$ cat src/hw/rtl/csfc_pkg.sv
// ----------------------------------------------------------------------------
// csfc_pkg
// Types and constants shared by the color sensor frequency classifier.
// ----------------------------------------------------------------------------
package csfc_pkg;

    localparam int FREQ_W = 32;
    localparam int CFG_W  = 24;
    localparam int IDX_W  = 3;

    // Configuration register indexes.
    localparam logic [IDX_W-1:0] REG_WHITE_LEVEL = 3'd0;
    localparam logic [IDX_W-1:0] REG_DARK_CLEAR  = 3'd1;
    localparam logic [IDX_W-1:0] REG_DARK_RED    = 3'd2;
    localparam logic [IDX_W-1:0] REG_DARK_BLUE   = 3'd3;
    localparam logic [IDX_W-1:0] REG_DARK_GREEN  = 3'd4;
    localparam logic [IDX_W-1:0] REG_MID_LEVEL   = 3'd5;
    localparam logic [IDX_W-1:0] REG_BLUE_FLOOR  = 3'd6;

    // Filter channel codes.
    localparam logic [1:0] CH_CLEAR = 2'd0;
    localparam logic [1:0] CH_RED   = 2'd1;
    localparam logic [1:0] CH_GREEN = 2'd2;
    localparam logic [1:0] CH_BLUE  = 2'd3;

    typedef enum logic [2:0] {
        CLS_BIG_GREEN = 3'd0,
        CLS_WHITE     = 3'd1,
        CLS_BLACK     = 3'd2,
        CLS_GREEN     = 3'd3,
        CLS_BLUE      = 3'd4,
        CLS_RED       = 3'd5,
        CLS_UNKNOWN   = 3'd6
    } color_t;

    typedef enum logic [1:0] {
        ST_IDLE  = 2'd0,
        ST_START = 2'd1,
        ST_DIV   = 2'd2,
        ST_DONE  = 2'd3
    } state_t;

    // Status reported by the divider.
    typedef struct packed {
        logic done;
        logic saturated;
    } div_stat_t;

endpackage

$ cat src/hw/rtl/color_sensor_frequency_classifier_core.sv
// ----------------------------------------------------------------------------
// color_sensor_frequency_classifier_core
// An accepted request goes through ST_START and ST_DIV to ST_DONE, or straight
// to ST_DONE when the block is not yet primed or the time difference is zero.
// No new request is taken until the result enters the output register. The
// bit-serial divider produces one quotient bit per cycle while it runs.
// Reset (rst_n, asynchronous, active low) restores the register defaults,
// clears the stored snapshot and frequencies and sets the color to unknown.
// ----------------------------------------------------------------------------
module color_sensor_frequency_classifier_core #(
    parameter int TIMER_HZ = 100000000
) (
    input  logic                        clk,
    input  logic                        rst_n,
    input  logic                        cfg_we,
    input  logic [csfc_pkg::IDX_W-1:0]  cfg_index,
    input  logic [csfc_pkg::CFG_W-1:0]  cfg_data,
    input  logic                        in_valid,
    output logic                        in_ready,
    input  logic [31:0]                 pulse_count,
    input  logic [31:0]                 timestamp,
    input  logic [1:0]                  channel,
    output logic                        out_valid,
    input  logic                        out_ready,
    output logic [31:0]                 frequency_hz,
    output logic                        color_valid,
    output logic [2:0]                  color_class
);
    import csfc_pkg::*;

    // Threshold registers.
    logic [CFG_W-1:0] white_level_reg;
    logic [CFG_W-1:0] dark_clear_reg;
    logic [CFG_W-1:0] dark_red_reg;
    logic [CFG_W-1:0] dark_blue_reg;
    logic [CFG_W-1:0] dark_green_reg;
    logic [CFG_W-1:0] mid_level_reg;
    logic [CFG_W-1:0] blue_floor_reg;

    // Stored snapshot, stored channel frequencies and the last color.
    logic [31:0] prev_count_reg;
    logic [31:0] prev_time_reg;
    logic [31:0] clear_freq_reg;
    logic [31:0] red_freq_reg;
    logic [31:0] green_freq_reg;
    color_t      last_color_reg;

    // Request being worked on.
    state_t      state_reg;
    state_t      state_next;
    logic [31:0] dc_reg;
    logic [31:0] dt_reg;
    logic [1:0]  ch_reg;
    logic [31:0] freq_reg;

    // Output register.
    logic        out_valid_reg;
    logic [31:0] out_freq_reg;
    logic        out_cv_reg;
    logic [2:0]  out_class_reg;

    logic        accept;
    logic        div_start;
    logic        load_out;
    logic [31:0] dc_next;
    logic [31:0] dt_next;
    logic        zero_freq;
    logic [31:0] quotient;
    div_stat_t   div_stat;
    color_t      color_next;

    // Differences wrap modulo 2^32 just like the free-running counters. A
    // stored timestamp of zero means no earlier snapshot exists yet, and a
    // zero time difference gives no meaningful rate; both report zero and
    // skip the divider entirely.
    assign accept    = in_valid & in_ready;
    assign dc_next   = pulse_count - prev_count_reg;
    assign dt_next   = timestamp - prev_time_reg;
    assign zero_freq = (prev_time_reg == '0) || (dt_next == '0);

    csfc_divider #(
        .TIMER_HZ (TIMER_HZ)
    ) u_divider (
        .clk      (clk),
        .rst_n    (rst_n),
        .start    (div_start),
        .dc       (dc_reg),
        .dt       (dt_reg),
        .quotient (quotient),
        .stat     (div_stat)
    );

    // Sequencer: take a request, run the divider when a rate is needed, then
    // hand the result to the output register as soon as it is free.
    always_comb
    begin
        state_next = state_reg;
        case (state_reg)
            ST_IDLE:
            begin
                if (accept)
                begin
                    state_next = zero_freq ? ST_DONE : ST_START;
                end
            end
            ST_START: state_next = ST_DIV;
            ST_DIV:
            begin
                if (div_stat.done)
                begin
                    state_next = ST_DONE;
                end
            end
            ST_DONE:
            begin
                if (load_out)
                begin
                    state_next = ST_IDLE;
                end
            end
            default: state_next = ST_IDLE;
        endcase
    end

    always_comb
    begin
        in_ready  = (state_reg == ST_IDLE);
        div_start = (state_reg == ST_START);
        load_out  = (state_reg == ST_DONE) && (!out_valid_reg || out_ready);
    end

    // Threshold decision tree. The clear, red and green values come from the
    // stored set and the blue value is the frequency just measured. When no
    // branch matches, the previous color stands.
    always_comb
    begin
        logic [31:0] c;
        logic [31:0] r;
        logic [31:0] g;
        logic [31:0] b;
        c = clear_freq_reg;
        r = red_freq_reg;
        g = green_freq_reg;
        b = freq_reg;
        color_next = last_color_reg;
        if (c > {8'd0, white_level_reg})
        begin
            color_next = ((g > r) && (g > b)) ? CLS_BIG_GREEN : CLS_WHITE;
        end
        else if ((c < {8'd0, dark_clear_reg}) && (r < {8'd0, dark_red_reg}) &&
                 (b < {8'd0, dark_blue_reg}) && (g < {8'd0, dark_green_reg}))
        begin
            color_next = CLS_BLACK;
        end
        else if ((c > {8'd0, mid_level_reg}) && (g > b))
        begin
            color_next = CLS_GREEN;
        end
        else if ((c > {8'd0, mid_level_reg}) && (b > g) &&
                 (b > {8'd0, blue_floor_reg}))
        begin
            color_next = CLS_BLUE;
        end
        else if ((r > b) && (r > g))
        begin
            color_next = CLS_RED;
        end
    end

    // Control state, thresholds and the stored measurement set.
    always_ff @(posedge clk or negedge rst_n)
    begin
        if (!rst_n)
        begin
            state_reg       <= ST_IDLE;
            white_level_reg <= CFG_W'(17000);
            dark_clear_reg  <= CFG_W'(8300);
            dark_red_reg    <= CFG_W'(6000);
            dark_blue_reg   <= CFG_W'(6000);
            dark_green_reg  <= CFG_W'(5000);
            mid_level_reg   <= CFG_W'(9000);
            blue_floor_reg  <= CFG_W'(6000);
            prev_count_reg  <= '0;
            prev_time_reg   <= '0;
            clear_freq_reg  <= '0;
            red_freq_reg    <= '0;
            green_freq_reg  <= '0;
            last_color_reg  <= CLS_UNKNOWN;
            out_valid_reg   <= 1'b0;
        end
        else
        begin
            state_reg <= state_next;

            if (cfg_we)
            begin
                case (cfg_index)
                    REG_WHITE_LEVEL: white_level_reg <= cfg_data;
                    REG_DARK_CLEAR:  dark_clear_reg  <= cfg_data;
                    REG_DARK_RED:    dark_red_reg    <= cfg_data;
                    REG_DARK_BLUE:   dark_blue_reg   <= cfg_data;
                    REG_DARK_GREEN:  dark_green_reg  <= cfg_data;
                    REG_MID_LEVEL:   mid_level_reg   <= cfg_data;
                    REG_BLUE_FLOOR:  blue_floor_reg  <= cfg_data;
                    default: ;
                endcase
            end

            // Every snapshot replaces the stored one, including the priming
            // snapshot and one with a repeated timestamp.
            if (accept)
            begin
                prev_count_reg <= pulse_count;
                prev_time_reg  <= timestamp;
            end

            if (load_out)
            begin
                case (ch_reg)
                    CH_CLEAR: clear_freq_reg <= freq_reg;
                    CH_RED:   red_freq_reg   <= freq_reg;
                    CH_GREEN: green_freq_reg <= freq_reg;
                    default:  last_color_reg <= color_next;
                endcase
            end

            if (load_out)
            begin
                out_valid_reg <= 1'b1;
            end
            else if (out_ready)
            begin
                out_valid_reg <= 1'b0;
            end
        end
    end

    // Payload registers.
    always_ff @(posedge clk)
    begin
        if (accept)
        begin
            dc_reg <= dc_next;
            dt_reg <= dt_next;
            ch_reg <= channel;
            if (zero_freq)
            begin
                freq_reg <= '0;
            end
        end
        else if ((state_reg == ST_DIV) && div_stat.done)
        begin
            freq_reg <= div_stat.saturated ? '1 : quotient;
        end

        if (load_out)
        begin
            out_freq_reg  <= freq_reg;
            out_cv_reg    <= (ch_reg == CH_BLUE);
            out_class_reg <= (ch_reg == CH_BLUE) ? color_next : CLS_BIG_GREEN;
        end
    end

    assign out_valid    = out_valid_reg;
    assign frequency_hz = out_freq_reg;
    assign color_valid  = out_cv_reg;
    assign color_class  = out_class_reg;

endmodule

$ cat src/hw/rtl/csfc_divider.sv
// ----------------------------------------------------------------------------
// csfc_divider
// Scales a count difference by the timer rate and divides it by the time
// difference, one quotient bit per cycle, flagging a quotient above 32 bits.
// ----------------------------------------------------------------------------
module csfc_divider #(
    parameter int TIMER_HZ = 100000000
) (
    input  logic                 clk,
    input  logic                 rst_n,
    input  logic                 start,
    input  logic [31:0]          dc,
    input  logic [31:0]          dt,
    output logic [31:0]          quotient,
    output csfc_pkg::div_stat_t  stat
);
    import csfc_pkg::*;

    localparam int TW    = $clog2(TIMER_HZ + 1);
    localparam int NW    = FREQ_W + TW;
    localparam int STEPS = FREQ_W;
    localparam int CNT_W = $clog2(STEPS + 1);

    logic [NW-1:0]     prod_reg;
    logic [NW-1:0]     prod_next;
    logic [31:0]       dt_reg;
    logic [31:0]       rem_reg;
    logic [31:0]       quo_reg;
    logic              sat_reg;
    logic              run_reg;
    logic              done_reg;
    logic [CNT_W-1:0]  cnt_reg;
    logic [32:0]       trial;
    logic [32:0]       diff;
    logic              take;
    logic [TW-1:0]     rate;

    assign rate      = TW'(TIMER_HZ);
    assign prod_next = {{TW{1'b0}}, dc} * {{FREQ_W{1'b0}}, rate};

    // One restoring step: the next dividend bit shifts out of the top of the
    // quotient register while the quotient bit shifts in at the bottom.
    assign trial = {rem_reg, quo_reg[31]};
    assign diff  = trial - {1'b0, dt_reg};
    assign take  = ~diff[32];

    always_ff @(posedge clk or negedge rst_n)
    begin
        if (!rst_n)
        begin
            run_reg  <= 1'b0;
            done_reg <= 1'b0;
            cnt_reg  <= '0;
        end
        else
        begin
            done_reg <= 1'b0;
            if (start)
            begin
                run_reg <= 1'b1;
                cnt_reg <= '0;
            end
            else if (run_reg)
            begin
                cnt_reg <= cnt_reg + CNT_W'(1);
                if (cnt_reg == CNT_W'(STEPS))
                begin
                    run_reg  <= 1'b0;
                    done_reg <= 1'b1;
                end
            end
        end
    end

    always_ff @(posedge clk)
    begin
        if (start)
        begin
            prod_reg <= prod_next;
            dt_reg   <= dt;
        end
        else if (run_reg)
        begin
            if (cnt_reg == '0)
            begin
                // The quotient fits in 32 bits only when the upper part of
                // the product is below the divisor.
                sat_reg <= ({{(32-TW){1'b0}}, prod_reg[NW-1:FREQ_W]} >= dt_reg);
                rem_reg <= {{(32-TW){1'b0}}, prod_reg[NW-1:FREQ_W]};
                quo_reg <= prod_reg[FREQ_W-1:0];
            end
            else
            begin
                rem_reg <= take ? diff[31:0] : trial[31:0];
                quo_reg <= {quo_reg[30:0], take};
            end
        end
    end

    assign quotient       = quo_reg;
    assign stat.done      = done_reg;
    assign stat.saturated = sat_reg;

endmodule

$ cat config.mk
export PLATFORM = sky130hd
export DESIGN_NAME = color_sensor_frequency_classifier_core
export DESIGN_NICKNAME = d
export VERILOG_FILES = /design/src/hw/rtl/csfc_pkg.sv /design/src/hw/rtl/color_sensor_frequency_classifier_core.sv /design/src/hw/rtl/csfc_divider.sv
export SDC_FILE = /design/constraint.sdc
export NUM_CORES = 2
export LEC_CHECK = 0
export BUFFER_PORTS_ARGS = -buffer_cell sky130_fd_sc_hd__buf_2
export CAP_MARGIN = 20
export CORE_UTILIZATION = 55
export DETAILED_ROUTE_END_ITERATION = 10
export PLACE_DENSITY = 0.8
export SLEW_MARGIN = 0
export SYNTH_ARGS = -nofsm -noshare
export SYNTH_HDL_FRONTEND = slang
export SYNTH_SLANG_ARGS = --single-unit
$ cat constraint.sdc
create_clock -name clk -period 8.65 [get_ports clk]
set_clock_uncertainty 0.15 [all_clocks]
set_input_delay 0.4325 -clock clk [delete_from_list [all_inputs] [get_ports clk]]
set_output_delay 0.4325 -clock clk [all_outputs]
set_load 0.02 [all_outputs]
# --- Yosys cells after proc, flatten, opt, wreduce, memory -nomap -nowiden ---
# Cells that the tools add are included.
word_totals:
  register_bits: 624
  latch_bits: 0
  mem_bits_rw: 0
  mem_bits_ro: 0
  in_bits: 98
  n_memories: 0
classes:
  add_sub_neg: 4
  mul: 1
  div_mod_pow: 0
  n_lt_le_gt_ge: 13
  eq_ne: 17
  shift: 0
  mux: 28
  n_bitwise: 4
  n_reduce_logical: 38
ops:
  columns: ["op", "count"]
  rows:
  - ["32-bit two-way mux", 6]
  - ["32-bit > comparator", 5]
  - ["32-bit by 24-bit less-than comparator with 1-bit output", 4]
  - ["32-bit by 24-bit > comparator with 1-bit output", 3]
  - ["32-bit logical NOT", 2]
  - ["32-bit subtractor", 2]
  - ["32-bit by 19-bit multiplier with 51-bit output (second input constant)", 1]
  - ["33-bit by 32-bit subtractor with 33-bit output", 1]
  - ["27-bit by 32-bit >= comparator with 1-bit output", 1]
  - ["27-bit two-way mux", 1]
  - ["2-bit AND reduction", 13]
  - ["3-bit two-way mux", 5]
  - ["6-bit two-way mux", 2]
  - ["1-bit logical AND", 10]
  - ["3-bit == test (second input constant)", 3]
  - ["1-bit two-way mux", 9]
  - ["2-bit == test (second input constant)", 4]
  - ["2-bit two-way mux", 4]
  - ["2-bit one-hot mux with 4 select lines", 1]
  - ["6-bit by 1-bit adder with 6-bit output (second input constant)", 1]
  - ["3-bit by 2-bit == test with 1-bit output (second input constant)", 2]
  - ["6-bit == test (second input constant)", 1]
  - ["6-bit logical NOT", 1]
  - ["2-bit by 1-bit != test with 1-bit output (second input constant)", 3]
  - ["12 further kinds", 20]

# --- Depth between registers and ports, before layout ---
logic_depth:
  depth_word: 7
  depth_mapped: 23

# --- Modules after synthesis ---
# A second synthesis with hierarchy kept.
hier_totals:
  cells_unflattened: 4531
  hier_area_um2: 46618.5
modules_own_cells:
  columns: ["mod", "n_inst", "cells_each", "area_per_inst_um2"]
  rows:
  - ["color_sensor_frequency_classifier_core", 1, 2628, 26661.8]
  - ["csfc_divider", 1, 1903, 19956.6]

# --- Worst setup path before layout ---
# Ideal clock, no wire load.
synth_path:
  path_type: "register to register"
  from: "reg dc_reg[7]"
  to: "reg u_divider.prod_reg[57] (data pin)"
  setup_ps: 261
  arrival_time_ps: 6224
  required_time_ps: 8239
  slack_ps: 2015
  stages_incl_launch_ff: 23
  path_buffers: 1
  path_cell_list: "edfxtp_1 -> inv_1 -> fa_1 -> inv_1 -> ha_1 -> fa_1 -> fa_1 -> fa_1 -> inv_1 -> fa_1 -> inv_1 -> ha_1 -> clkbuf_1 -> nand4_1 -> a2111oi_0 -> o41ai_1 -> o211ai_1 -> o21ai_1 -> a211o_1 -> a31o_2 -> nor4_1 -> o21ai_0 -> a311o_1"
synth_via:
  elab_chain_len: 1
synth_rtl:
  columns: ["item", "line", "source"]
  rows:
  - ["from (decl)", "color_sensor_frequency_classifier_core.sv:51", "logic [31:0] dc_reg;"]
  - ["from (signal assigned)", "color_sensor_frequency_classifier_core.sv:243", "dc_reg <= dc_next;"]
  - ["32-bit by 19-bit multiplier with 51-bit output", "csfc_divider.sv:39", "assign prod_next = {{TW{1'b0}}, dc} * {{FREQ_W{1'b0}}, rate};"]
  - ["net u_divider.prod_next[57]", "csfc_divider.sv:25", "logic [NW-1:0] prod_next;"]
  - ["to (signal assigned)", "csfc_divider.sv:79", "prod_reg <= prod_next;"]
  - ["to (decl)", "csfc_divider.sv:24", "logic [NW-1:0] prod_reg;"]
# The timed path passes the listed nets, and every way through them passes these cells.
# A chain may end at the register's enable or synchronous reset.

# --- Final worst setup path ---
layout_path:
  from: "reg dc_reg[8]"
  to: "reg u_divider.prod_reg[57] (data pin)"
# Same word-level chain as after synthesis.

==> results.md <==
- H-tree depth: 3
- Clock latency at the later pin of the worst-skew pair: 0.64 ns
- CP max FO: 8
- Die Area: 85900 um^2
- Largest register FFs: 51
- Worst r2r dst: u_divider.prod_reg[57]
- Synth cell types: 82
- Worst path required time: 8.88 ns
- Area growth, synth to finish: 11.1%
- #FFs+latches synth: 624
- Register area: 17100 um^2
- Post-DR vias/cell: 5.61
- Design area: 51800 um^2
- Ys Warns: 0
- Final setup TNS: 0 ns
- Overall Global Routing Usage: 0.263
- Post-synthesis adder-cell area fraction: 0.280
- Routability cong.: 0.938
- M2 GR Usage: 0.462
- Core ar.: 83800 um^2
- Avg Inst Size Synth: 10.2 um^2
- Final hold violation count: 0
- PostCTS Resize Cnt: 0
- Via count: 33.5k
- RSZ-0062 raised after global routing: no
- Final core occ: 0.618
- Nets: 5770
- Post-synthesis simple-gate area fraction: 0.0963
- Die X: 293 um
- Multiplexer share of the synthesized area: 0.0337
- Maximum clock rate: 0.135 GHz
- Syn Nets: 5546
- Hold crit path type: primary input to flop
- Clock transition at path regs: 0.06 ns
- Max-Cap Viols: 0
- Setup violators final: 0
- Final period util: 0.854
- Cell Area, Placed: 48600 um^2
- Area of the multi-input gates: 26300 um^2
- Drt total wl: 111000 um
- Cell chain of the critical path: inv_1 -> fa_1 -> inv_1 -> ha_1 -> fa_1 -> fa_1 -> fa_1 -> inv_1 -> fa_1 -> inv_1 -> ha_1 -> nand4_1 -> a2111oi_0 -> o41ai_1 -> o211ai_1 -> o21ai_1 -> a211o_1 -> a31o_2 -> nor4_1 -> o21ai_0 -> a311o_1
- GR Util met1: 0.334
- CTS sink cnt: 624
- Root Buffer: clkbuf_16
- Post-synthesis xor/xnor area fraction: 0.0257
- Max-slew violations: 0
- Worst Setup SP: dc_reg[8]
- Crit Reg-Reg Startpoint: dc_reg[8]
- GRT busiest layer: met2
- Site Rows: 106
- Fraction of layout cells with a size suffix above 1: 0.0927
- GRT Residual Overflow: 0
- Primary FF master, synth: dfrtp_1
- Ports: 136
- Post-route DRC: 0
- Slowest stage delay, CP: 0.62 ns
- CTS tree: yes
- Relative slew slack: 0.263
- Final Critical Period: 7.39 ns
- Outcome: finished, final reports clean
- Fill cell count: 6617
- Worst endpoint data arrival time: 7.62 ns
- Gate Count Post-Synth: 4565
- CTS Buffer Depth: 3
- Async SR Flop Fraction: 0.548
- Met3 Resource Use GR: 0.0305
- Drt pass-1 iters: 6
- First-pass GRT wire length: 179000 um
- CP max-delay cell: edfxtp_1
- Die H: 293 um
- Last element of the critical path: u_divider.prod_reg[57]
- Compound-Gate Fraction of Synth Area: 0.127
- Least-Margin Pin Slew: 1.08 ns
- CP Launch Type: flop
- Post-synth EDFFs: 282
- Initial antenna violation count: 3
- Worst setup EP type: flop
- Cell Area, Synth: 46600 um^2
- Reg2Reg Depth: 21
- Initial core utilization: 0.556
- I/O Buffers: 135
- Largest net degree at the start of global routing: 101
- Crit Path Class: flop to flop
- Largest family of logic cells by synthesized area: adder cells
- Most frequent cell on the critical path: fa_1
- Initial DRC count: 2166
- Seq/Total Area, Yosys: 0.366
- Wire per inst: 18.6 um
- HPWL after DPL: 85300 um
- Inserted Clock Buffers: 70
- Reg2reg setup slack: 1.26 ns
- Number of global-route vias before repair: 34.7k
- Number of routed nets with antenna violations: 0
- Post-CTS setup buffer count: 0
-- worst max-delay path: cells and delay by family (launching register included) --
family | cells | cell delay, ns
fa+ha+maj | 7 | 3.40
compound gates | 8 | 2.11
flops | 1 | 0.62
buf+inv | 4 | 0.36
simple gates | 2 | 0.48
-- synthesized netlist by cell type, types with 6 or more instances --
master / n / share of area
dfrtp_1: 299 / 0.16
o41ai_1: 7 / 0.0013
a211o_1: 11 / 0.0021
mux2_2: 111 / 0.027
or3_1: 16 / 0.0021
a221oi_1: 7 / 0.0013
o211ai_1: 11 / 0.0018
nor4_1: 26 / 0.0035
nand2_1: 415 / 0.033
xor2_1: 56 / 0.011
buf_1: 9 / 0.00072
nor2b_1: 37 / 0.0050
o21a_1: 34 / 0.0055
o2111ai_1: 7 / 0.0013
o31a_1: 6 / 0.0011
nand2b_1: 35 / 0.0047
fa_1: 269 / 0.12
and2_1: 21 / 0.0028
a2111oi_0: 9 / 0.0017
a31oi_1: 12 / 0.0016
o21ai_0: 329 / 0.035
mux2i_1: 32 / 0.0069
o21ai_1: 14 / 0.0015
nor2_1: 188 / 0.015
edfxtp_1: 282 / 0.18
ha_1: 614 / 0.16
o31ai_1: 10 / 0.0016
and3_1: 16 / 0.0021
xnor2_1: 81 / 0.015
a21o_1: 182 / 0.029
inv_1: 774 / 0.062
o21bai_1: 17 / 0.0027
and4_1: 16 / 0.0030
a211oi_1: 29 / 0.0047
nand4_1: 72 / 0.0097
nor3b_1: 9 / 0.0014
a21boi_0: 6 / 0.00097
nor3_1: 35 / 0.0038
o22ai_1: 7 / 0.00094
a21oi_1: 199 / 0.021
nand3_1: 45 / 0.0048
clkbuf_1: 82 / 0.0066
dfstp_2: 43 / 0.024
-- kinds of logic (layout without fill, tap and decap cells) --
family / after synthesis / count (layout)
AND/OR/NAND/NOR: 958 / 958
AO/OA/AOI/OAI: 950 / 950
adder cells (fa/ha/maj): 883 / 883
buffers and inverters: 870 / 1148
flip-flops: 624 / 624
multiplexers: 143 / 143
XOR/XNOR: 137 / 137
other: 0 / 3
-- per-stage QoR --
step | cells | worst slack [ns] | hold WS (ns)
finish | 5980 | 1.26 | 0.0395
global placement | 5760 | 1.47 | 0.254
floorplan | 4565 | 2.01 | -0.0131
detailed placement | 5760 | 1.34 | 0.255
CTS | 5976 | 1.31 | 0.00537
global route | 5980 | 0.945 | 0.0343
-- routing by layer --
metal,wire [um],vias to the layer above
met5,0,-
met4,4090,0
met3,4960,234
met2,55800,896
met1,46300,16300
li1,-,16100
-- timing repair --
item,in CTS,in global routing
hold buffers,90,0
setup endpoints to repair,0,0
endpoints found under the hold margin,224,0
-- layout make-up --
type,count,share of cell area
Sequential cell,624,0.330
Timing Repair Buffer,248,0.0342
Multi-Input combinational cell,3071,0.508
Clock inverter,28,0.00616
Antenna cell,3,0.000145
Tap cell,1134,0.0274
Inverter,774,0.0562
Clock buffer,98,0.0378
-- how the worst min path moves through the flow --
stage                                 to    startpoint  depth (start not counted)  slack, ns
floorplan              blue_floor_reg[0]         rst_n                          0      -0.01
global placement     u_divider.dt_reg[1]     dt_reg[1]                          0       0.25
detailed placement  u_divider.dt_reg[11]    dt_reg[11]                          0       0.25
CTS                     dark_red_reg[10]  cfg_data[10]                          3      0.005
global route            dark_red_reg[10]  cfg_data[10]                          3       0.03
finish               white_level_reg[10]  cfg_data[10]                          3       0.04
-- layout by cell type (no fill, tap or decap), types with 14 or more instances in the layout --
cell type      instances
nand2_1              414
buf_2                134
nand3_1               45
buf_4                 22
o21bai_1              17
and2_1                21
xor2_1                56
nand4_1               72
edfxtp_1             282
mux2i_1               32
dfstp_2               43
clkbuf_16             71
clkbuf_1              19
or3_1                 16
o21ai_1               14
nor3_1                32
ha_1                 613
xnor2_1               81
nand2b_1              34
o21ai_0              329
nor4_1                26
and4_1                16
a21o_1               182
dlygate4sd3_1         90
fa_1                 269
dfrtp_1              299
a21oi_1              198
mux2_2               111
o21a_1                34
and3_1                16
nor2b_1               35
a211oi_1              29
nor2_1               188
inv_1                772
Power is not shown: default switching activity piles up to over one toggle a cycle in this logic, so the estimate is an artifact.
